<file path="config.mk">
export PLATFORM = sky130hd
export DESIGN_NAME = gif_transparent_index_scanner
export DESIGN_NICKNAME = d
export VERILOG_FILES = /design/src/gtis_pkg.sv /design/src/gif_transparent_index_scanner.sv /design/src/gtis_parser.sv
export SDC_FILE = /design/constraint.sdc
export NUM_CORES = 1
export LEC_CHECK = 0
export ABC_AREA = 1
export ABC_CLOCK_PERIOD_IN_PS = 10300
export BUFFER_PORTS_ARGS = -buffer_cell sky130_fd_sc_hd__buf_2
export CELL_PAD_IN_SITES_DETAIL_PLACEMENT = 2
export CELL_PAD_IN_SITES_GLOBAL_PLACEMENT = 2
export CORE_MARGIN = 2
export CORE_UTILIZATION = 36
export CTS_CLUSTER_DIAMETER = 80
export DETAILED_ROUTE_END_ITERATION = 7
export PLACE_DENSITY_LB_ADDON = 0.25
export SETUP_SLACK_MARGIN = 0.2
export SYNTH_ARGS = -nofsm -noshare
export SYNTH_HDL_FRONTEND = slang
export SYNTH_SLANG_ARGS = --single-unit
export TNS_END_PERCENT = 20
</file>
<file path="constraint.sdc">
create_clock -name clock -period 10.3 [get_ports clock]
set_input_delay 0.515 -clock clock [delete_from_list [all_inputs] [get_ports clock]]
set_output_delay 0.515 -clock clock [all_outputs]
set_load 0.005 [all_outputs]
</file>
<file path="src/gtis_pkg.sv">
// shared types, codes and byte-step functions of the gif transparent index scanner
`default_nettype none

package gtis_pkg;

   // parse phase codes
   localparam logic [2:0] PH_HEADER  = 3'd0;
   localparam logic [2:0] PH_TABLE   = 3'd1;
   localparam logic [2:0] PH_BLOCK   = 3'd2;
   localparam logic [2:0] PH_SUBLEN  = 3'd3;
   localparam logic [2:0] PH_SUBDATA = 3'd4;
   localparam logic [2:0] PH_DONE    = 3'd5;

   // header layout and block markers
   localparam logic [3:0] SIG_LENGTH     = 4'd5;
   localparam logic [3:0] FLAGS_POSITION = 4'd10;
   localparam logic [3:0] HEADER_LAST    = 4'd15;
   localparam logic [7:0] EXT_INTRODUCER = 8'h21;
   localparam logic [7:0] GCE_LABEL      = 8'hf9;
   localparam logic [2:0] OFF_INTRO      = 3'd0;
   localparam logic [2:0] OFF_LABEL      = 3'd1;
   localparam logic [2:0] OFF_PACKED     = 3'd3;
   localparam logic [2:0] OFF_INDEX      = 3'd6;
   localparam logic [2:0] MARKS_ALL      = 3'b111;

   // bytes revisited after the header and after a block window
   localparam logic [2:0] REPLAY_NONE   = 3'd0;
   localparam logic [2:0] REPLAY_HEADER = 3'd3;
   localparam logic [2:0] REPLAY_BLOCK  = 3'd5;
   localparam int unsigned REPLAY_MAX   = 5;

   // parser state carried from byte to byte
   typedef struct packed {
      logic [2:0] phase;
      logic [3:0] hpos;
      logic       has_table;
      logic [2:0] table_size;
      logic [9:0] skip;
      logic [2:0] boff;
      logic [7:0] subrem;
      logic [2:0] marks;
      logic       done;
      logic       found;
      logic [7:0] index;
   } parse_state_type;

   localparam parse_state_type PARSE_RESET = parse_state_type'('0);

   // one result item plus its valid
   typedef struct packed {
      logic       valid;
      logic       found;
      logic [7:0] index;
   } gtis_result_type;

   // expected signature byte at a header position below five
   function automatic logic [7:0] sig_byte(input logic [3:0] pos);
      logic [7:0] sig;
      case (pos)
         4'd0:    sig = 8'h47;
         4'd1:    sig = 8'h49;
         4'd2:    sig = 8'h46;
         4'd3:    sig = 8'h38;
         4'd4:    sig = 8'h39;
         default: sig = 8'h00;
      endcase
      return sig;
   endfunction

   // number of earlier bytes to revisit after taking this byte
   function automatic logic [2:0] replay_len(input parse_state_type s);
      logic [2:0] n;
      n = REPLAY_NONE;
      if (s.phase == PH_HEADER && s.hpos == HEADER_LAST && !s.has_table) begin
         n = REPLAY_HEADER;
      end else if (s.phase == PH_BLOCK && s.boff >= OFF_INDEX && s.marks != MARKS_ALL) begin
         n = REPLAY_BLOCK;
      end
      return n;
   endfunction

   // one parse step over one byte
   function automatic parse_state_type consume(input parse_state_type s, input logic [7:0] b);
      parse_state_type n;
      logic [2:0]      mk;
      n  = s;
      mk = s.marks;
      case (s.phase)
         PH_HEADER: begin
            if (s.hpos < SIG_LENGTH && b != sig_byte(s.hpos)) begin
               n.done  = 1'b1;
               n.found = 1'b0;
               n.index = 8'h00;
               n.phase = PH_DONE;
            end else begin
               if (s.hpos == FLAGS_POSITION) begin
                  n.has_table  = b[7];
                  n.table_size = b[2:0];
               end
               if (s.hpos == HEADER_LAST) begin
                  if (s.has_table) begin
                     n.skip  = (10'd6 << s.table_size) - 10'd3;
                     n.phase = PH_TABLE;
                  end else begin
                     n.phase = PH_BLOCK;
                     n.boff  = 3'd0;
                     n.marks = 3'd0;
                  end
               end else begin
                  n.hpos = s.hpos + 4'd1;
               end
            end
         end
         PH_TABLE: begin
            n.skip = s.skip - 10'd1;
            if (n.skip == 10'd0) begin
               n.phase = PH_BLOCK;
               n.boff  = 3'd0;
               n.marks = 3'd0;
            end
         end
         PH_BLOCK: begin
            if (s.boff == OFF_INTRO && b != EXT_INTRODUCER) begin
               n.done  = 1'b1;
               n.found = 1'b0;
               n.index = 8'h00;
               n.phase = PH_DONE;
            end else begin
               if (s.boff == OFF_INTRO) mk[0] = 1'b1;
               if (s.boff == OFF_LABEL && b == GCE_LABEL) mk[1] = 1'b1;
               if (s.boff == OFF_PACKED && b[0]) mk[2] = 1'b1;
               n.marks = mk;
               if (s.boff >= OFF_INDEX) begin
                  if (mk == MARKS_ALL) begin
                     n.done  = 1'b1;
                     n.found = 1'b1;
                     n.index = b;
                     n.phase = PH_DONE;
                  end else begin
                     n.phase = PH_SUBLEN;
                  end
               end else begin
                  n.boff = s.boff + 3'd1;
               end
            end
         end
         PH_SUBLEN: begin
            if (b == 8'h00) begin
               n.phase = PH_BLOCK;
               n.boff  = 3'd0;
               n.marks = 3'd0;
            end else begin
               n.subrem = b;
               n.phase  = PH_SUBDATA;
            end
         end
         PH_SUBDATA: begin
            n.subrem = s.subrem - 8'd1;
            if (n.subrem == 8'h00) n.phase = PH_SUBLEN;
         end
         default: begin
            n = s;
         end
      endcase
      return n;
   endfunction

endpackage

`default_nettype wire

</file>
<file path="src/gif_transparent_index_scanner.sv">
// top level of the gif transparent index scanner: input register, parser and result buffer
`default_nettype none

// Takes a GIF file one byte per transfer on req (req_tlast on the final byte)
// and returns one result per file on rsp: rsp_tuser is 1 when a GIF89 graphic
// control extension with its transparency flag set was found, and rsp_tdata
// carries its transparent colour index (0 when not found). The result appears
// as soon as the outcome is decided (bad signature, non-extension block,
// transparent index, or end of file); later bytes of the same file produce no
// result. One byte is accepted every cycle while the skid entry is free; a
// byte waits in the input register, then its result goes to the result
// register (or skid entry while stalled) and on to rsp. The per-byte critical
// path is the parser step chain: the new byte plus up to five revisited bytes
// (it again and up to four from history), one small compare-and-count step
// each. A two-entry result buffer keeps input flowing while a result waits.
module gif_transparent_index_scanner (
   input  wire logic       clock,
   input  wire logic       reset,
   input  wire logic       req_tvalid,
   output logic            req_tready,
   input  wire logic [7:0] req_tdata,   // [7:0] data_byte
   input  wire logic       req_tlast,   // end_of_file
   output logic            rsp_tvalid,
   input  wire logic       rsp_tready,
   output logic [7:0]      rsp_tdata,   // [7:0] transparent_index
   output logic            rsp_tuser    // [0] found
);
   import gtis_pkg::*;

   logic            in_valid_ff, in_valid_in;
   logic [7:0]      in_byte_ff;
   logic            in_last_ff;
   logic            advance;
   gtis_result_type res;
   logic            out_valid_ff, out_valid_in;
   logic            out_found_ff, out_found_in;
   logic [7:0]      out_index_ff, out_index_in;
   logic            skid_valid_ff, skid_valid_in;
   logic            skid_found_ff;
   logic [7:0]      skid_index_ff;
   logic            out_take;
   logic            skid_load;

   // input stage handshake
   assign advance     = in_valid_ff && !skid_valid_ff;
   assign req_tready  = !in_valid_ff || advance;
   assign in_valid_in = req_tready ? req_tvalid : in_valid_ff;

   always_ff @(posedge clock) begin
      if (reset) begin
         in_valid_ff <= 1'b0;
      end else begin
         in_valid_ff <= in_valid_in;
      end
   end

   always_ff @(posedge clock) begin
      if (req_tvalid && req_tready) begin
         in_byte_ff <= req_tdata;
         in_last_ff <= req_tlast;
      end
   end

   // parser
   gtis_parser u_parser (
      .clock       (clock),
      .reset       (reset),
      .advance     (advance),
      .data_byte   (in_byte_ff),
      .end_of_file (in_last_ff),
      .result      (res)
   );

   // result register with skid entry
   assign out_take = out_valid_ff && rsp_tready;

   always_comb begin
      out_valid_in  = out_valid_ff;
      out_found_in  = out_found_ff;
      out_index_in  = out_index_ff;
      skid_valid_in = skid_valid_ff;
      skid_load     = 1'b0;
      if (!out_valid_ff || out_take) begin
         if (skid_valid_ff) begin
            out_valid_in  = 1'b1;
            out_found_in  = skid_found_ff;
            out_index_in  = skid_index_ff;
            skid_valid_in = 1'b0;
         end else begin
            out_valid_in = res.valid;
            out_found_in = res.found;
            out_index_in = res.index;
         end
      end else if (res.valid) begin
         skid_valid_in = 1'b1;
         skid_load     = 1'b1;
      end
   end

   always_ff @(posedge clock) begin
      if (reset) begin
         out_valid_ff  <= 1'b0;
         skid_valid_ff <= 1'b0;
      end else begin
         out_valid_ff  <= out_valid_in;
         skid_valid_ff <= skid_valid_in;
      end
   end

   always_ff @(posedge clock) begin
      out_found_ff <= out_found_in;
      out_index_ff <= out_index_in;
      if (skid_load) begin
         skid_found_ff <= res.found;
         skid_index_ff <= res.index;
      end
   end

   // result port
   assign rsp_tvalid = out_valid_ff;
   assign rsp_tuser  = out_found_ff;
   assign rsp_tdata  = out_index_ff;

endmodule

`default_nettype wire

</file>
<file path="src/gtis_parser.sv">
// parser state, byte history and per-byte step chain of the gif transparent index scanner
`default_nettype none

module gtis_parser (
   input  wire logic                     clock,
   input  wire logic                     reset,
   input  wire logic                     advance,
   input  wire logic [7:0]               data_byte,
   input  wire logic                     end_of_file,
   output gtis_pkg::gtis_result_type     result
);
   import gtis_pkg::*;

   parse_state_type state_ff, state_in;
   logic [7:0]      hist_ff [REPLAY_MAX-1];
   logic [7:0]      replay  [1:REPLAY_MAX];
   logic [2:0]      rep;
   parse_state_type s;

   // bytes to revisit, newest first
   always_comb begin
      replay[1] = data_byte;
      for (int j = 2; j <= REPLAY_MAX; j++) begin
         replay[j] = hist_ff[j-2];
      end
   end

   // take the new byte, then revisit recent bytes (the new byte among them) oldest first
   always_comb begin
      s   = state_ff;
      rep = REPLAY_NONE;
      if (!state_ff.done) begin
         rep = replay_len(state_ff);
         s   = consume(state_ff, data_byte);
         for (int j = REPLAY_MAX; j >= 1; j--) begin
            if (3'(j) <= rep && !s.done) begin
               s = consume(s, replay[j]);
            end
         end
      end
   end

   // result when the outcome is decided or the file ends undecided
   always_comb begin
      result.valid = advance && !state_ff.done && (s.done || end_of_file);
      result.found = s.done && s.found;
      result.index = s.done ? s.index : 8'h00;
      state_in     = end_of_file ? PARSE_RESET : s;
   end

   // parser state
   always_ff @(posedge clock) begin
      if (reset) begin
         state_ff <= PARSE_RESET;
      end else if (advance) begin
         state_ff <= state_in;
      end
   end

   // recent byte history
   always_ff @(posedge clock) begin
      if (advance) begin
         hist_ff[0] <= data_byte;
         for (int j = 1; j < REPLAY_MAX - 1; j++) begin
            hist_ff[j] <= hist_ff[j-1];
         end
      end
   end

endmodule

`default_nettype wire

</file>
==> results by group <==
Hold path
  • Hold EP: in_last_ff
  • Worst min path class: in -> reg
  • WHS Path Cells: 1
  • HP Start: req_tlast

Detailed routing
  • DR pass1 iterations: 5
  • Initial DRC count: 655
  • Vias: 12800
  • ANT nets after route: 0
  • Drt drc: 0
  • Final wirelength: slightly above 50000 µm
  • Vias per std cell: between 5 and 6
  • Routed len/inst: 22.6 µm

Worst setup path
  • Reg-to-Reg Start: u_parser.state_ff[38]
  • Worst path most repeated cell: nand2_1
  • CP required: 10.33 ns
  • Worst Path Max Fanout: 11
  • Worst path bufs/invs: 9
  • Worst setup EP type: flip-flop
  • Slowest CP cell: a22oi_1
  • R2R Setup Slk: around 1.1 ns
  • Crit path DAT: ~9.3 ns
  • FF-to-FF End: skid_index_ff[5]
  • Startpoint Class: flip-flop
  • Delay-heaviest family, CP: simple AND/OR/NAND/NOR gates
  • WS Path Type: reg -> reg
  • Worst stage delay on the critical path: about 0.43 ns
  • R2R depth: 55

Synthesis
  • Post-synth EDFFs: 59
  • Synth warn: 0
  • Count leader, synth: nand2_1
  • Synth Instances: between 1500 and 2000
  • Cell variety after synth: 76
  • Top post-synthesis cells by count: nand2_1 (576), inv_1 (235), nand3_1 (156)
  • Synth top area share: roughly a fifth
  • Main area contributors after synthesis: nand2_1 (19%), edfxtp_1 (15%), dfxtp_1 (8.3%)
  • Synthesis-stage register bit count: ~110
  • Syn_nets: approximately 1900
  • Synth area leader: nand2_1
  • Share of the yosys chip area belonging to registers: about a quarter
  • Post-synth ARST share: 0%
  • Netlist Area Pre-Place: 0.0116 mm²
  • Syn avg cell area: between 6 and 7 µm²
  • Ys flop type: edfxtp_1

GRT
  • Vias in the first global route: ~14000
  • Global Route Usage Sum: between 30% and 40%
  • Initial antenna violation count: 0
  • Met3 usage: 3.39%
  • First-pass GRT wire length: 79800 µm
  • Largest net degree at the start of global routing: 46
  • GR Overflow Total: 0
  • GR peak layer: met2
  • GRT met2 Usage: between 50% and 60%
  • GR Util met1: a little under two fifths

Timing
  • Final Skew: 0.0167 ns
  • Slew HR: between 20% and 30%
  • Fin. max-slew vios: 0
  • Final TNS setup: 0 ns
  • Fin crit period: between 9 and 10 ns
  • Hold Slack: 0.304 ns
  • Hold Violations, Final: 0
  • Slew @ Worst Pin: approximately 1.1 ns
  • Final Cycle Share: 89.6%
  • Setup violators final: 0
  • Fmax: 0.108 GHz
  • RSZ-0062 raised after global routing: no
  • Final worst setup slack: 1.07 ns

Power
  • Logic gate share of total power: between 20 and 30%
  • Peak VDD IR: approximately 0.081 mV
  • Net Sw Frac: about two fifths
  • Internal power: 763 µW
  • PwrDens: between 100 and 150 mW/mm²
  • Cell leakage power: around 5.8 nW
  • Sw Pwr: between 400 and 500 µW
  • Clock Power Share: 33.3%
  • Sequential Power Share: between 30% and 40%

Floorplan
  • Site Rows: 65
  • Initial core utilization: 36.7%
  • CORE AREA: around 0.032 mm²
  • Die ar.: around 0.034 mm²
  • Die Ht: about 180 µm
  • Width of the die: 184 µm
  • Number of top-level pins: 24

Placed design
  • Buffers on Ports: 23
  • Detail Placement HPWL: 41200 µm
  • Pre-CTS setup slack: slightly above 0.8 ns
  • RD Place Congestion: ~0.94

Clock network
  • Worst-skew pair later-pin latency: roughly 0.39 ns
  • CTS Buf Count: 9
  • CTS Sinks: ~110
  • CTS root buf: clkbuf_16
  • H-tree Lvls: 3
  • Max clock buf depth: 2
  • TritonCTS clock tree: yes
  • Clk slew on worst S/H paths: around 0.090 ns

Job
  • Max cap viols: 0

Finish
  • Antenna cells: 0
  • Layout cells sized above 1: between 10% and 20%
  • Synth-to-Final Area Change: 7.04%
  • Final net count: around 1900

Status
  • Status: finished clean
final cells by class:
type	instances	area (µm²)
multi-input cells	1434	7670
fillers	3971	19200
clock buffers	9	225
clock inverters	7	105
inverters	274	1030
well taps	402	503
repair buffers	29	160
flip-flops and latches	107	2730
per-layer routing:
layer  vias to the layer above  wire, µm
met5                         -         0
met4                         0      1860
met3                        96      1810
met2                       265     25600
met1                      6424     21800
li1                       6062         -
through the flow:
| step | instance area [µm²] | power (mW) | utilization [%] | std cells |
|---|---|---|---|---|
| 3_5_place_dp | 12100 | 0.835 | 38.2 | 2246 |
| 6_report | 12400 | 1.24 | 39.3 | 2262 |
| 5_1_grt | 12400 | 1.30 | 39.3 | 2262 |
| 4_1_cts | 12400 | 1.24 | 39.2 | 2262 |
| 3_3_place_gp | 12100 | 0.817 | 38.2 | 2246 |
| 2_1_floorplan | 11600 | 0.723 | - | 1849 |
timing repair:
item	4_1_cts	5_1_grt
endpoints found under the hold margin	0	0
hold buffers	0	0
setup endpoints to repair	0	40
buffers inserted	0	0
gates resized for setup	0	3
cells by family (layout without fill, tap and decap cells):
kind of cell	after synthesis	count (layout)	share of synthesized area, %
AND/OR/NAND/NOR	1067	1067	42.8
adder cells (fa/ha/maj)	61	61	6.57
AO/OA/AOI/OAI	276	276	14.2
buffers and inverters	308	319	10.6
XOR/XNOR	30	30	2.33
flip-flops	107	107	23.5
registers in the layout, summed over array words and instances, names as in the netlist:
register,cells
rsp_tvalid,1
u_parser.state_ff,45
in_byte_ff,8
in_valid_ff,1
u_parser.hist_ff,32
in_last_ff,1
skid_found_ff,1
rsp_tdata,8
skid_index_ff,8
skid_valid_ff,1
rsp_tuser,1
how the worst max path moves through the flow:
stage / cells after the start / from / slack, ns / to
final: 55 / u_parser.state_ff[38] / 1.07 / skid_index_ff[5]
after global routing: 57 / u_parser.state_ff[38] / 0.36 / rsp_tdata[4]
after CTS: 52 / u_parser.state_ff[38] / 0.62 / skid_index_ff[2]
after detailed placement: 52 / u_parser.state_ff[38] / 0.81 / skid_index_ff[7]
after global placement: 53 / u_parser.state_ff[38] / 1.25 / skid_index_ff[7]
after floorplan: 56 / u_parser.state_ff[38] / 3.07 / skid_found_ff
layout by cell type (no fill, tap or decap), types with 3 or more instances in the layout:
cell,Yosys,routed
nand3_1,156,156
a31oi_1,5,5
or2_2,7,7
o31ai_1,4,4
nand4_1,49,49
a21oi_1,82,82
a22oi_1,3,3
nor2_1,132,129
inv_2,35,35
nand2_4,11,11
dfxtp_1,48,48
clkinv_1,3,3
nand3_2,11,11
nor3_2,3,3
o21ai_0,79,79
nand3b_1,5,5
o21ai_2,6,7
nor3_1,21,21
clkbuf_16,0,9
inv_1,235,235
buf_4,5,6
nor2_2,26,29
o21a_1,8,8
xor2_1,28,28
ha_1,61,61
nor2_4,13,13
nor4_1,10,9
o211ai_1,18,18
nand2_2,29,29
o21ai_1,24,23
inv_8,0,3
edfxtp_1,59,59
nand2_1,576,576
buf_2,7,23
o22ai_1,21,21
power by group through the flow:
stage	clock network (mW)	registers [mW]	logic, mW
2_1_floorplan	0	0.484	0.240
3_3_place_gp	0	0.492	0.325
3_5_place_dp	0	0.493	0.342
4_1_cts	0.414	0.484	0.345
5_1_grt	0.431	0.486	0.383
6_report	0.414	0.484	0.346
Note: power is estimated with default switching activity, not from simulation.
